## src/oahs_pkg.sv

```systemverilog
// Shared types and constants for the open addressing hash set core.
// No dependencies; design files use scoped names into it, sim files import it.
package oahs_pkg;

	localparam int SLOTS_DEF     = 1024;
	localparam int KEY_BYTES_DEF = 4;

	localparam int KEY_W       = 32;
	localparam int FUNC_W      = 2;
	localparam int STATUS_W    = 3;
	localparam int SLOT_OUT_W  = 10;
	localparam int TOTAL_OUT_W = 11;

	localparam logic [31:0] FNV_BASIS = 32'h811C_9DC5;
	localparam logic [31:0] FNV_PRIME = 32'h0100_0193;

	// hash bits folded into the slot remainder per cycle (non power of two tables)
	localparam int MOD_BITS = 4;

	localparam logic [FUNC_W-1:0] FUNC_INSERT = 2'd0;
	localparam logic [FUNC_W-1:0] FUNC_REMOVE = 2'd1;

	typedef enum logic [1:0] {
		MARK_EMPTY  = 2'd0,
		MARK_FILLED = 2'd1,
		MARK_TOMB   = 2'd2
	} mark_t;

	typedef enum logic [STATUS_W-1:0] {
		ST_INSERTED    = 3'd0,
		ST_PRESENT_INS = 3'd1,
		ST_REMOVED     = 3'd2,
		ST_NOT_FOUND   = 3'd3,
		ST_PRESENT     = 3'd4,
		ST_ABSENT      = 3'd5,
		ST_EMPTY_SET   = 3'd6,
		ST_FULL        = 3'd7
	} status_t;

	typedef struct packed {
		mark_t             mark;
		logic [KEY_W-1:0]  key;
	} entry_t;

	typedef enum logic [1:0] {
		HP_IDLE,
		HP_FNV,
		HP_MOD,
		HP_DONE
	} hash_phase_t;

	typedef enum logic [1:0] {
		CS_CLEAR,
		CS_IDLE,
		CS_HASH,
		CS_PROBE
	} ctrl_state_t;

endpackage

```

## src/oahs_hash.sv

```systemverilog
// Iterative FNV-1a hash, one key byte per cycle, then reduction to a home slot.
// Depends on oahs_pkg.
module oahs_hash #(
	parameter int SLOTS     = oahs_pkg::SLOTS_DEF,
	parameter int KEY_BYTES = oahs_pkg::KEY_BYTES_DEF
) (
	input  logic                       clk,
	input  logic                       arst_n,
	input  logic                       start,
	input  logic [oahs_pkg::KEY_W-1:0] key,
	output logic                       done,
	output logic [$clog2(SLOTS)-1:0]   home
);

	localparam int IDX_W   = $clog2(SLOTS);
	localparam bit POW2    = (SLOTS & (SLOTS - 1)) == 0;
	localparam int MOD_STP = oahs_pkg::MOD_BITS;
	localparam int MOD_CYC = oahs_pkg::KEY_W / MOD_STP;
	localparam int CNT_MAX = (KEY_BYTES > MOD_CYC) ? KEY_BYTES : MOD_CYC;
	localparam int CNT_W   = $clog2(CNT_MAX + 1);

	oahs_pkg::hash_phase_t phase_q, phase_nx;

	logic [CNT_W-1:0]  cnt_q;
	logic [31:0]       h_q;
	logic [31:0]       ksh_q;
	logic [IDX_W-1:0]  r_q;
	logic [31:0]       h_mul;
	logic [IDX_W-1:0]  r_step;

	assign h_mul = (h_q ^ {24'd0, ksh_q[7:0]}) * oahs_pkg::FNV_PRIME;

	// r = (r * 2 + bit) mod SLOTS, MSB first; one compare-subtract per bit
	always_comb begin
		logic [IDX_W:0] t;
		logic [IDX_W-1:0] r;
		r = r_q;
		for (int j = 0; j < MOD_STP; j++) begin
			t = {r, h_q[31-j]};
			if (t >= (IDX_W+1)'(SLOTS))
				t = t - (IDX_W+1)'(SLOTS);
			r = t[IDX_W-1:0];
		end
		r_step = r;
	end

	always_ff @(posedge clk or negedge arst_n) begin
		if (!arst_n)
			phase_q <= oahs_pkg::HP_IDLE;
		else
			phase_q <= phase_nx;
	end

	always_comb begin
		phase_nx = phase_q;
		done     = 1'b0;
		home     = POW2 ? h_q[IDX_W-1:0] : r_q;
		unique case (phase_q)
			oahs_pkg::HP_IDLE: begin
				if (start)
					phase_nx = oahs_pkg::HP_FNV;
			end
			oahs_pkg::HP_FNV: begin
				if (cnt_q == CNT_W'(1))
					phase_nx = POW2 ? oahs_pkg::HP_DONE : oahs_pkg::HP_MOD;
			end
			oahs_pkg::HP_MOD: begin
				if (cnt_q == CNT_W'(1))
					phase_nx = oahs_pkg::HP_DONE;
			end
			oahs_pkg::HP_DONE: begin
				done     = 1'b1;
				phase_nx = oahs_pkg::HP_IDLE;
			end
			default: phase_nx = oahs_pkg::HP_IDLE;
		endcase
	end

	always_ff @(posedge clk) begin
		unique case (phase_q)
			oahs_pkg::HP_IDLE: begin
				if (start) begin
					h_q   <= oahs_pkg::FNV_BASIS;
					ksh_q <= key;
					cnt_q <= CNT_W'(KEY_BYTES);
				end
			end
			oahs_pkg::HP_FNV: begin
				h_q   <= h_mul;
				ksh_q <= ksh_q >> 8;
				cnt_q <= cnt_q - 1'b1;
				if (cnt_q == CNT_W'(1)) begin
					cnt_q <= CNT_W'(MOD_CYC);
					r_q   <= '0;
				end
			end
			oahs_pkg::HP_MOD: begin
				r_q   <= r_step;
				h_q   <= h_q << MOD_STP;
				cnt_q <= cnt_q - 1'b1;
			end
			default: ;
		endcase
	end

endmodule

```

## config.mk

```make
export PLATFORM = sky130hd
export DESIGN_NAME = oahs_hash
export DESIGN_NICKNAME = d
export VERILOG_FILES = /design/src/oahs_pkg.sv /design/src/oahs_hash.sv
export SDC_FILE = /design/constraint.sdc
export NUM_CORES = 1
export LEC_CHECK = 0
export BUFFER_PORTS_ARGS = -buffer_cell sky130_fd_sc_hd__buf_2
export CORE_MARGIN = 5
export CORE_UTILIZATION = 63
export CTS_BUF_LIST = sky130_fd_sc_hd__clkbuf_8
export DETAILED_ROUTE_END_ITERATION = 10
export PLACE_DENSITY = 0.89
export SLEW_MARGIN = 20
export SYNTH_ARGS = -nofsm -noshare
export SYNTH_HDL_FRONTEND = slang
export SYNTH_SLANG_ARGS = --single-unit
```

## constraint.sdc

```tcl
create_clock -name clk -period 9.2 [get_ports clk]
set_clock_uncertainty 0.1 [all_clocks]
set_input_delay 2.3 -clock clk [delete_from_list [all_inputs] [get_ports clk]]
set_output_delay 2.3 -clock clk [all_outputs]
set_load 0.05 [all_outputs]
```

==> qor.csv <==
stage,metric,value,unit
global_route,grt_pass1_vias,1991,
placed_design,dpl.cell_count,316,
die,num_io_pins,46,
synthesis,syn_area,2940,um^2
critical_path,end_kind,flip-flop,
drt,wirelength,5.40,mm
drt,avgViaCountPerCell,5.67,
placed_design,port_buffers,45,
drt,firstDrtPassIters,4,
drt,avgRoutedWirePerCell,16.7,um
synthesis,synth_top_family_by_area,adder cells,
placed_design,dpl.hpwl,4.16,mm
critical_path,regToRegEndpoint,h_q[9],
synthesis,synth-compound-area-share,0.0570,
worst_hold_path,hold-path-cell-count,1,
critical_path,critPathArrivalTime,4.20,ns
synthesis,synthAdderAreaFrac,0.174,
timing,period_share,0.450,
placed_design,place_congestion,0.889,
critical_path,critPathSlowestCell,or4_1,
die,fp.dieArea,6140,um^2
clock_tree,htreeDepth,2,
clock_tree,cts.sinks,48,
outcome,status,"finished, final reports clean",
layout,drive_above_1_share,0.298,
critical_path,required,9.27,ns
die,die_w,78.3,um
global_route,grt_antenna_before_repair,0,
critical_path,cp_num_buf_inv,1,
timing,tightest_slew,0.915,ns
placed_design,dpl_cell_area,3210,um^2
clock_tree,hold_buffers,0,
clock_tree,cts_resized,0,
clock_tree,clk_pin_slew_worst_paths,0.09,ns
timing,final_hold_viol_count,0,
clock_tree,cts_setup_buffers,0,
critical_path,critPathKind,reg -> reg,
timing,fin_crit,4.14,ns
timing,tns,0,ns
critical_path,r2r_cells,12,
clock_tree,cts_buffer_depth,2,
clock_tree,insertion_delay,0.30,ns
global_route,top_usage_layer,met2,
synthesis,ys_types,32,
layout,filler_cell_count,292,
clock_tree,cts_tree,done,
layout,syn_to_final_growth,12.4,%
timing,fmax,0.242,GHz
timing,setup_viol,0,
synthesis,seq_area_frac_synth,0.487,
synthesis,avgSynthCellArea,13.1,um^2
layout,diodes,0,
synthesis,syn_inst,224,
die,core,4440,um^2
drt,drtAntennaViolNets,0,
global_route,use_met2,0.355,
timing,slew_violations,0,
worst_hold_path,holdPathEnd,ksh_q[5],
layout,layout.cells.non_filler,324,
die,die_h,78.3,um
layout,multi_input_area,1420,um^2
critical_path,rr_startpoint,h_q[0],
global_route,gr-total-overflow,0,
layout,design_area,3310,um^2
die,num_rows,24,
synthesis,synthXorXnorAreaFrac,0.0885,
worst_hold_path,hold_start,ksh_q[13],
critical_path,cp_top_family,adder cells,
critical_path,crit_top_cell,ha_1,
layout,fin_nets,345,
job,drv_cap,0,
critical_path,cpPeakStageDelay,0.48,ns
global_route,grtUsageMet1,0.223,
critical_path,crit_path_start_kind,flip-flop,
layout,seq_area,1430,um^2
global_route,grt_max_degree,46,
synthesis,yosys_warnings,0,
critical_path,crit_chain,xor2_1 > ha_1 > ha_1 > ha_1 > ha_1 > inv_1 > fa_1 > xor2_1 > xnor3_1 > xnor3_1 > or4_1 > nand3_1,
clock_tree,root_buffer,clkbuf_8,
synthesis,yosys.area_share.simple,0.0702,
synthesis,muxShareOfSynthArea,0.0919,
timing,rsz0062_at_grt,no,
clock_tree,cts_buffers,5,
synthesis,synthesis.nets,298,
critical_path,r2r_slack,5.06,ns
timing,relSlewSlack,0.390,
drt,via_count,1836,
drt,drt-initial-drc-count,131,
die,start_util,0.662,
global_route,grt_pass1_wl,9.25,mm
synthesis,ys_ff_latch,48,
layout,postLayoutCoreUtil,0.744,
drt,drc_errors,0,
critical_path,worstPathMaxFanout,5,
global_route,gr-usage-all-layers,0.194,
worst_hold_path,hold_path_class,reg -> reg,
global_route,met3_usage,0.0481,
-- how the worst max path moves through the flow --
stage / end / cells past startpoint / startpoint
6_report: h_q[9] / 12 / h_q[0]
5_1_grt: h_q[9] / 12 / h_q[0]
4_1_cts: h_q[9] / 12 / h_q[0]
3_5_place_dp: h_q[9] / 12 / h_q[0]
3_3_place_gp: h_q[9] / 12 / h_q[0]
2_1_floorplan: h_q[9] / 12 / h_q[0]
-- registers in the layout (all words and copies together) (netlist names) --
register / flops
phase_q: 2
cnt_q: 4
h_q: 10
ksh_q: 32
-- per-layer routing --
metal	wire, um	part of all wire
met5	0	0
met4	101	0.019
met3	343	0.063
met2	2790	0.52
met1	2170	0.40
-- stage by stage --
step           setup slack, ns  hold WS, ns
2_1_floorplan             5.09        0.423
3_3_place_gp              5.27        0.426
3_5_place_dp              5.08        0.435
4_1_cts                   5.05        0.452
5_1_grt                   4.89        0.470
6_report                  5.06        0.446
-- area by class of cell --
cell class | instances | area share
flip-flops and latches | 48 | 0.433
clock buffers | 6 | 0.0250
multi-input cells | 155 | 0.430
inverters | 14 | 0.0159
well taps | 52 | 0.0197
repair buffers | 47 | 0.0726
clock inverters | 2 | 0.00416
-- cell families after synthesis --
group	Yosys count
AO/OA/AOI/OAI	27
XOR/XNOR	25
adder cells (fa/ha/maj)	39
buffers and inverters	21
flip-flops	48
multiplexers	24
AND/OR/NAND/NOR	40
-- cell usage in the layout, fill, tap and decap left out, drive strengths merged, types with 2 or more instances in the layout --
cell type / instances
xnor3: 3
fa: 3
a21oi: 10
nor2: 10
buf: 47
ha: 36
clkbuf: 6
inv: 15
a22oi: 2
nor3: 2
xnor2: 13
mux2: 24
and2: 3
nand3: 2
a21o: 2
and3: 2
o21ai: 7
xor2: 9
edfxtp: 46
dfrtp: 2
nand2: 6
nor2b: 10
a221o: 2
nand2b: 3
-- cells in the mapped netlist (all sizes together) --
library cell  count  share of area
nand3             2         0.0034
xnor3             3          0.023
and2              3         0.0064
a221o             2         0.0068
nor2b            10          0.021
nand2             6         0.0077
a22oi             2         0.0051
inv              14          0.018
edfxtp           46           0.47
and3              2         0.0043
dfrtp             2          0.017
o21a              1         0.0026
a21oi            10          0.017
xnor2            13          0.039
nand2b            3         0.0064
nand4             1         0.0021
mux2             24          0.092
fa                3          0.020
a21o              2         0.0051
o21ai             7          0.012
ha               36           0.15
buf               4          0.011
xor2              9          0.027
clkbuf            3         0.0038
o21bai            1         0.0026
a211o             1         0.0030
nor3              2         0.0034
o2111ai           1         0.0030
nor2             10          0.013
or4               1         0.0026
-- worst register-to-register path, stage by stage (launching register included) --
cell and delay [ns]:
edfxtp_1 0.43, xor2_1 0.39, ha_1 0.34, ha_1 0.31, ha_1 0.30, ha_1 0.28, inv_1 0.05, fa_1 0.43
xor2_1 0.16, xnor3_1 0.43, xnor3_1 0.21, or4_1 0.48, nand3_1 0.10
Power is not shown: default switching activity piles up to over one toggle a cycle in this logic, so the estimate is an artifact.
