`src/oahs_pkg.sv`:
```
// Shared types and constants for the open addressing hash set core.
// No dependencies; design files use scoped names into it, sim files import it.
package oahs_pkg;

	localparam int SLOTS_DEF     = 1024;
	localparam int KEY_BYTES_DEF = 4;

	localparam int KEY_W       = 32;
	localparam int FUNC_W      = 2;
	localparam int STATUS_W    = 3;
	localparam int SLOT_OUT_W  = 10;
	localparam int TOTAL_OUT_W = 11;

	localparam logic [31:0] FNV_BASIS = 32'h811C_9DC5;
	localparam logic [31:0] FNV_PRIME = 32'h0100_0193;

	// hash bits folded into the slot remainder per cycle (non power of two tables)
	localparam int MOD_BITS = 4;

	localparam logic [FUNC_W-1:0] FUNC_INSERT = 2'd0;
	localparam logic [FUNC_W-1:0] FUNC_REMOVE = 2'd1;

	typedef enum logic [1:0] {
		MARK_EMPTY  = 2'd0,
		MARK_FILLED = 2'd1,
		MARK_TOMB   = 2'd2
	} mark_t;

	typedef enum logic [STATUS_W-1:0] {
		ST_INSERTED    = 3'd0,
		ST_PRESENT_INS = 3'd1,
		ST_REMOVED     = 3'd2,
		ST_NOT_FOUND   = 3'd3,
		ST_PRESENT     = 3'd4,
		ST_ABSENT      = 3'd5,
		ST_EMPTY_SET   = 3'd6,
		ST_FULL        = 3'd7
	} status_t;

	typedef struct packed {
		mark_t             mark;
		logic [KEY_W-1:0]  key;
	} entry_t;

	typedef enum logic [1:0] {
		HP_IDLE,
		HP_FNV,
		HP_MOD,
		HP_DONE
	} hash_phase_t;

	typedef enum logic [1:0] {
		CS_CLEAR,
		CS_IDLE,
		CS_HASH,
		CS_PROBE
	} ctrl_state_t;

endpackage

```
`src/oahs_if.sv`:
```
// Request and response channel interfaces (valid/ready handshake).
// Depends on oahs_pkg for field widths.
interface oahs_req_if;
	logic                              valid;
	logic                              ready;
	logic [oahs_pkg::FUNC_W-1:0]       func;
	logic [oahs_pkg::KEY_W-1:0]        key;

	modport source (output valid, func, key, input ready);
	modport sink   (input valid, func, key, output ready);
endinterface

interface oahs_rsp_if;
	logic                              valid;
	logic                              ready;
	logic [oahs_pkg::STATUS_W-1:0]     status;
	logic [oahs_pkg::SLOT_OUT_W-1:0]   slot_index;
	logic [oahs_pkg::TOTAL_OUT_W-1:0]  element_total;

	modport source (output valid, status, slot_index, element_total, input ready);
	modport sink   (input valid, status, slot_index, element_total, output ready);
endinterface

```
`src/oahs_ctrl.sv`:
```
// Sequencer: clearing pass, request intake, linear probe over the slot memory,
// update and result register. Depends on oahs_pkg and the channel interfaces.
module oahs_ctrl #(
	parameter int SLOTS     = oahs_pkg::SLOTS_DEF,
	parameter int KEY_BYTES = oahs_pkg::KEY_BYTES_DEF
) (
	input  logic                       clk,
	input  logic                       arst_n,
	oahs_req_if.sink                   req,
	oahs_rsp_if.source                 rsp,
	output logic                       hash_start,
	output logic [oahs_pkg::KEY_W-1:0] hash_key,
	input  logic                       hash_done,
	input  logic [$clog2(SLOTS)-1:0]   hash_home,
	output logic                       mem_we,
	output logic [$clog2(SLOTS)-1:0]   mem_waddr,
	output oahs_pkg::entry_t           mem_wdata,
	output logic [$clog2(SLOTS)-1:0]   mem_raddr,
	input  oahs_pkg::entry_t           mem_rdata
);

	localparam int IDX_W   = $clog2(SLOTS);
	localparam int CNT_W   = $clog2(SLOTS + 1);
	localparam int SLOT_W  = oahs_pkg::SLOT_OUT_W;
	localparam int TOTAL_W = oahs_pkg::TOTAL_OUT_W;
	localparam logic [31:0] KEY_MASK = (KEY_BYTES >= 4) ? 32'hFFFF_FFFF :
		32'((64'd1 << (8 * KEY_BYTES)) - 64'd1);

	oahs_pkg::ctrl_state_t state_q, state_nx;

	logic [IDX_W-1:0]            clr_q;
	logic [oahs_pkg::FUNC_W-1:0] func_q;
	logic [oahs_pkg::KEY_W-1:0]  key_q;
	logic [IDX_W-1:0]            idx_q;
	logic [CNT_W-1:0]            steps_q;
	logic                        tomb_seen_q;
	logic [IDX_W-1:0]            tomb_at_q;
	logic [CNT_W-1:0]            count_q;
	logic                        out_valid_q;
	oahs_pkg::status_t           status_q;
	logic [SLOT_W-1:0]           slot_q;
	logic [TOTAL_W-1:0]          total_q;

	logic              accept;
	logic              clr_last;
	logic [IDX_W-1:0]  idx_nx;
	logic              is_empty, is_hit, is_tomb, last_slot, finish;
	logic              found, land_ok;
	logic [IDX_W-1:0]  where;
	logic              out_busy, commit;
	oahs_pkg::status_t res_status;
	logic [IDX_W-1:0]  res_slot;
	logic [CNT_W-1:0]  count_nx;
	logic              upd_en;
	oahs_pkg::mark_t   upd_mark;

	assign accept   = req.valid && req.ready;
	assign clr_last = clr_q == IDX_W'(SLOTS - 1);
	assign idx_nx   = (idx_q == IDX_W'(SLOTS - 1)) ? '0 : idx_q + 1'b1;

	assign hash_start = accept;
	assign hash_key   = req.key & KEY_MASK;

	// probe evaluation of the slot at idx_q (its data arrives this cycle)
	assign is_empty  = mem_rdata.mark == oahs_pkg::MARK_EMPTY;
	assign is_hit    = mem_rdata.mark == oahs_pkg::MARK_FILLED && mem_rdata.key == key_q;
	assign is_tomb   = !is_empty && mem_rdata.mark != oahs_pkg::MARK_FILLED;
	assign last_slot = steps_q == CNT_W'(SLOTS - 1);
	assign finish    = is_empty || is_hit || last_slot;
	assign found     = is_hit;
	assign land_ok   = is_empty || tomb_seen_q || is_tomb;
	assign where     = (is_hit || is_empty || !tomb_seen_q) ? idx_q : tomb_at_q;

	assign out_busy = out_valid_q && !rsp.ready;
	assign commit   = state_q == oahs_pkg::CS_PROBE && finish && !out_busy;

	always_comb begin
		res_status = oahs_pkg::ST_ABSENT;
		res_slot   = '0;
		count_nx   = count_q;
		upd_en     = 1'b0;
		upd_mark   = oahs_pkg::MARK_FILLED;
		priority if (func_q == oahs_pkg::FUNC_INSERT) begin
			if (found) begin
				res_status = oahs_pkg::ST_PRESENT_INS;
				res_slot   = where;
			end else if (land_ok) begin
				res_status = oahs_pkg::ST_INSERTED;
				res_slot   = where;
				count_nx   = count_q + 1'b1;
				upd_en     = 1'b1;
			end else begin
				res_status = oahs_pkg::ST_FULL;
			end
		end else if (func_q == oahs_pkg::FUNC_REMOVE) begin
			if (count_q == '0) begin
				res_status = oahs_pkg::ST_EMPTY_SET;
			end else if (found) begin
				res_status = oahs_pkg::ST_REMOVED;
				res_slot   = where;
				count_nx   = count_q - 1'b1;
				upd_en     = 1'b1;
				upd_mark   = oahs_pkg::MARK_TOMB;
			end else begin
				res_status = oahs_pkg::ST_NOT_FOUND;
			end
		end else begin
			// membership test, also the unused code
			if (found) begin
				res_status = oahs_pkg::ST_PRESENT;
				res_slot   = where;
			end
		end
	end

	always_ff @(posedge clk or negedge arst_n) begin
		if (!arst_n)
			state_q <= oahs_pkg::CS_CLEAR;
		else
			state_q <= state_nx;
	end

	always_comb begin
		state_nx  = state_q;
		req.ready = 1'b0;
		mem_we    = 1'b0;
		mem_waddr = where;
		mem_wdata = '{mark: upd_mark, key: key_q};
		mem_raddr = idx_nx;
		unique case (state_q)
			oahs_pkg::CS_CLEAR: begin
				mem_we    = 1'b1;
				mem_waddr = clr_q;
				mem_wdata = '{mark: oahs_pkg::MARK_EMPTY, key: '0};
				if (clr_last)
					state_nx = oahs_pkg::CS_IDLE;
			end
			oahs_pkg::CS_IDLE: begin
				req.ready = 1'b1;
				if (req.valid)
					state_nx = oahs_pkg::CS_HASH;
			end
			oahs_pkg::CS_HASH: begin
				mem_raddr = hash_home;
				if (hash_done)
					state_nx = oahs_pkg::CS_PROBE;
			end
			oahs_pkg::CS_PROBE: begin
				// read ahead one slot; on a stalled finish keep reading the same slot
				if (finish)
					mem_raddr = idx_q;
				mem_we = commit && upd_en;
				if (commit)
					state_nx = oahs_pkg::CS_IDLE;
			end
			default: state_nx = oahs_pkg::CS_IDLE;
		endcase
	end

	always_ff @(posedge clk or negedge arst_n) begin
		if (!arst_n) begin
			clr_q       <= '0;
			count_q     <= '0;
			out_valid_q <= 1'b0;
		end else begin
			if (state_q == oahs_pkg::CS_CLEAR)
				clr_q <= clr_q + 1'b1;
			if (commit) begin
				count_q     <= count_nx;
				out_valid_q <= 1'b1;
			end else if (rsp.ready) begin
				out_valid_q <= 1'b0;
			end
		end
	end

	always_ff @(posedge clk) begin
		if (accept) begin
			func_q <= req.func;
			key_q  <= req.key & KEY_MASK;
		end
		if (state_q == oahs_pkg::CS_HASH && hash_done) begin
			idx_q       <= hash_home;
			steps_q     <= '0;
			tomb_seen_q <= 1'b0;
		end else if (state_q == oahs_pkg::CS_PROBE && !finish) begin
			idx_q   <= idx_nx;
			steps_q <= steps_q + 1'b1;
			if (is_tomb && !tomb_seen_q) begin
				tomb_seen_q <= 1'b1;
				tomb_at_q   <= idx_q;
			end
		end
		if (commit) begin
			status_q <= res_status;
			slot_q   <= SLOT_W'(res_slot);
			total_q  <= TOTAL_W'(count_nx);
		end
	end

	assign rsp.valid         = out_valid_q;
	assign rsp.status        = status_q;
	assign rsp.slot_index    = slot_q;
	assign rsp.element_total = total_q;

endmodule

```
`src/flat_wrapper.sv`:
```
// flat-port wrapper written by rule: the top's interface ports become plain ports
module oahs_ctrl_flat 
#(
	parameter int SLOTS     = oahs_pkg::SLOTS_DEF,
	parameter int KEY_BYTES = oahs_pkg::KEY_BYTES_DEF
)
  (clk, arst_n, hash_start, hash_key, hash_done, hash_home, mem_we, mem_waddr, mem_wdata, mem_raddr, mem_rdata, req_valid, req_func, req_key, req_ready, rsp_valid, rsp_status, rsp_slot_index, rsp_element_total, rsp_ready);
  oahs_req_if req_i ();
  oahs_rsp_if rsp_i ();
  input  logic clk;
  input  logic arst_n;
  output logic hash_start;
  output logic [oahs_pkg::KEY_W-1:0] hash_key;
  input  logic hash_done;
  input  logic [$clog2(SLOTS)-1:0] hash_home;
  output logic mem_we;
  output logic [$clog2(SLOTS)-1:0] mem_waddr;
  output oahs_pkg::entry_t mem_wdata;
  output logic [$clog2(SLOTS)-1:0] mem_raddr;
  input  oahs_pkg::entry_t mem_rdata;
  input wire logic [$bits(req_i.valid)-1:0] req_valid;
  input wire logic [$bits(req_i.func)-1:0] req_func;
  input wire logic [$bits(req_i.key)-1:0] req_key;
  output wire logic [$bits(req_i.ready)-1:0] req_ready;
  output wire logic [$bits(rsp_i.valid)-1:0] rsp_valid;
  output wire logic [$bits(rsp_i.status)-1:0] rsp_status;
  output wire logic [$bits(rsp_i.slot_index)-1:0] rsp_slot_index;
  output wire logic [$bits(rsp_i.element_total)-1:0] rsp_element_total;
  input wire logic [$bits(rsp_i.ready)-1:0] rsp_ready;
  assign req_i.valid = req_valid;
  assign req_i.func = req_func;
  assign req_i.key = req_key;
  assign req_ready = req_i.ready;
  assign rsp_valid = rsp_i.valid;
  assign rsp_status = rsp_i.status;
  assign rsp_slot_index = rsp_i.slot_index;
  assign rsp_element_total = rsp_i.element_total;
  assign rsp_i.ready = rsp_ready;
  oahs_ctrl #(.SLOTS(SLOTS), .KEY_BYTES(KEY_BYTES)) u_core (.clk(clk), .arst_n(arst_n), .req(req_i), .rsp(rsp_i), .hash_start(hash_start), .hash_key(hash_key), .hash_done(hash_done), .hash_home(hash_home), .mem_we(mem_we), .mem_waddr(mem_waddr), .mem_wdata(mem_wdata), .mem_raddr(mem_raddr), .mem_rdata(mem_rdata));
endmodule
```
`config.mk`:
```
export PLATFORM = sky130hd
export DESIGN_NAME = oahs_ctrl_flat
export DESIGN_NICKNAME = d
export VERILOG_FILES = /design/src/oahs_pkg.sv /design/src/oahs_if.sv /design/src/oahs_ctrl.sv /design/src/flat_wrapper.sv
export SDC_FILE = /design/constraint.sdc
export NUM_CORES = 1
export LEC_CHECK = 0
export BUFFER_PORTS_ARGS = -buffer_cell sky130_fd_sc_hd__buf_2
export CAP_MARGIN = 40
export CORE_MARGIN = 5
export CORE_UTILIZATION = 49
export DETAILED_ROUTE_END_ITERATION = 12
export GPL_TIMING_DRIVEN = 1
export PLACE_DENSITY = 0.77
export REMOVE_ABC_BUFFERS = 1
export SETUP_SLACK_MARGIN = 0.1
export SYNTH_ARGS = -nofsm -noshare
export SYNTH_HDL_FRONTEND = slang
export SYNTH_SLANG_ARGS = --single-unit
export TNS_END_PERCENT = 5
```
`constraint.sdc`:
```
create_clock -name clk -period 7.9 [get_ports clk]
set_clock_uncertainty 0.2 [all_clocks]
set_input_delay 1.58 -clock clk [delete_from_list [all_inputs] [get_ports clk]]
set_output_delay 1.58 -clock clk [all_outputs]
set_load 0.02 [all_outputs]
```
==> results.toml <==
[sta]
finalHoldViolations = 0
fin_crit_sh_pct = 79.8
tightestPinTransition_ps = 710
fmax_mhz = 159
worst_slack_ps = 1590
max_slew_margin_pct = 52.5
finalCriticalPeriod_ps = 6310
setup_viol = 0
rsz0062_at_grt = "no"
final_max_slew_viol_count = 0
finalSetupTns_ps = 0

[power]
p_per_area_nw_per_um2 = 343
p_total_mw = 2.72
ir_worst_vdd_v = 0.000195
total_leakage_power_nw = 3.39

[min_path]
hold_start = "u_core.steps_q[10]"
min_path_type = "reg2reg"
min_path_cells = 2
worstHoldEndpoint = "u_core.steps_q[10]"

[detailed_routing]
wl_per_cell_um = 16.2
drc = 0
finalWirelength_um = 16000
first_iter_violations = 516
drtAntennaViolNets = 0
via_per_inst = 5.35
drt_first_pass_iters = 5
vias = 5276

[worst_setup_path]
cp.arrival_ps = 4530
r2r_setup_slack_ps = 4390
rr_endpoint = "u_core.state_q[1]"
worstPathRequired_ps = 6120
end_kind = "primary output"
rr_worst_depth = 8
start_kind = "primary input"
critPathMaxFanout = 41
rr_startpoint = "u_core.key_q[22]"
crit_type = "in2out"

[clock_tree]
path_clk_slew_ps = 50
post-cts-setup-buffers = 0
hold_buffers = 0
h-tree-depth = 4
clock_path_buffers = 2
clk_latency_ps = 420
cts_tree = "built"
ctsResizeCount = 0
clock-root-buffer = "clkbuf_16"
cts_buffers = 17
cts.sinks = 114

[synth]
synth.yosys.warnings = 0
synth-seq-cells = 114
postSynthAreaPerCell_um2 = 10.2
synthArstFlopShare_pct = 21.1
synth_area_um2 = 6470
synthCells = 632
synth_cell_types = 60
synth-edff-count = 78
yosysSeqAreaShare_pct = 49.2
ys.flop_type = "edfxtp_1"

[status]
status = "finished clean"

[finish]
fin_cells = 986
layout-drive-gt1-share_pct = 30.4
final_nets = 890
fill_cells = 1106
area_growth_pct = 22.5
diodes = 0

[placed_design]
hpwl_um = 12000
port_buffers = 196
place_congestion = 0.922
pre_cts_ws_ps = 1520
placed_cells = 954

[global_routing]
grt_pass1_wl_um = 25500
grt.total_usage_pct = 20.4
antenna_found_initial = 1
grt-ovfl-total = 0
grt_max_degree = 44
grt_pass1_vias = 5028

[floorplan]
die_h_um = 125
die_w_um = 125
coreArea_um2 = 13100
initial_core_util_pct = 49.4
ioPinCount = 197
dieArea_um2 = 15600
rows = 42

[flow_run]
cap_violations = 0
[cells by family after synthesis]
kind of cell / Yosys count / share of synthesized area (%)
AOI/OAI and AO/OA: 101 / 10.8
xor gates and xnor gates: 59 / 7.99
adders and majority gates: 10 / 1.93
buffers and inverters: 92 / 7.68
DFF: 114 / 49.2
muxes: 24 / 3.73
and+or+nand+nor: 232 / 18.7
[how the worst max path moves through the flow]
| stage | from | to | slack, ps | cells past startpoint |
|---|---|---|---|---|
| 6_report | mem_rdata[22] | mem_we | 1590 | 10 |
| 4_1_cts | mem_rdata[22] | mem_we | 1480 | 10 |
| 5_1_grt | mem_rdata[22] | mem_we | 1330 | 10 |
| 3_3_place_gp | mem_rdata[22] | mem_raddr[2] | 1410 | 9 |
| 3_5_place_dp | mem_rdata[22] | mem_we | 1520 | 10 |
| 2_1_floorplan | mem_rdata[15] | mem_we | 2090 | 7 |
[cells in the final DEF (no fill, tap or decap), drive strengths merged, types with 4 or more instances in the layout]
cell	n
nor2b	34
nor4	13
ha	10
nor3	15
o31ai	5
a31oi	6
xnor2	26
a31o	6
nand2	39
nor2	58
and2	9
a21oi	25
dfrtp	24
inv	33
clkbuf	27
edfxtp	78
nand2b	8
dfxtp	12
a22oi	5
nand3	16
a211oi	10
mux2i	23
buf	205
o21ai	21
o211ai	4
nand4	14
and3	9
xor2	33
[Yosys cell counts, types with 6 or more instances]
library cell   n  area share (%)
edfxtp_1      78              36
nor2_1        58             3.4
nand2_1       39             2.3
nor2b_1       34             3.3
buf_4         33             3.8
inv_1         33             1.9
xor2_1        33             4.5
xnor2_1       26             3.5
a21oi_1       24             1.9
dfrtp_1       24             9.3
mux2i_1       23             3.6
clkbuf_1      19             1.1
nand3_1       16             1.2
nand4_1       14             1.4
o21ai_0       14             1.1
nor3_1        13             1.0
dfxtp_1       12             3.7
nor4_1        12             1.2
a211oi_1      10             1.2
ha_1          10             1.9
and3_1         9            0.87
and2_1         8            0.77
nand2b_1       8            0.77
a31o_2         6            0.81
o21ai_1        6            0.46
[cell type report]
type,count,area (um2),share of cell area [%]
Tap cell,176,220,2.78
Clock inverter,5,53.8,0.679
Inverter,33,124,1.56
Timing Repair Buffer,205,1050,13.3
Sequential cell,114,3180,40.2
Clock buffer,27,493,6.22
Multi-Input combinational cell,426,2790,35.3
[routing by layer]
metal  routed length [um]  part of all wire (%)  up-vias  GRT usage [%]
li1                     -                     -     2558              -
met1                 6550                    41     2521           24.8
met2                 8120                    51      164           34.4
met3                  887                   5.6       31           5.40
met4                  403                   2.5        2           8.67
met5                   13                 0.081        -              0
[sequential cells by signal, summed over array words and instances, names as in the netlist]
register	count
u_core.count_q	11
u_core.rsp.valid	1
u_core.tomb_at_q	10
u_core.rsp.element_total	11
u_core.key_q	32
u_core.idx_q	10
u_core.state_q	2
u_core.steps_q	11
u_core.clr_q	10
u_core.tomb_seen_q	1
u_core.rsp.slot_index	10
u_core.func_q	2
u_core.rsp.status	3
[stage by stage]
stage | area (um2) | utilization, % | hold slack (ps)
after floorplan | 6090 | - | 208
after global placement | 7330 | 56.0 | 221
after detailed placement | 7370 | 56.4 | 225
after CTS | 7920 | 60.5 | 232
after global routing | 7920 | 60.5 | 259
final | 7920 | 60.5 | 229
[critical path: stages]
cell and delay (ps):
buf_2 100, xor2_1 130, nor4_1 470, nand4_1 340, or2_1 550, a31oi_4 240
buf_4 420, o21ai_1 200, a21oi_1 260, buf_2 210
[where the power goes]
group          internal [mW]  switching [mW]  total, mW
Combinational          0.381           0.692       1.07
Clock                  0.455           0.252      0.706
Sequential             0.812           0.128      0.941
Total                   1.65            1.07       2.72
No activity file was read; power rests on OpenSTA's default activity.
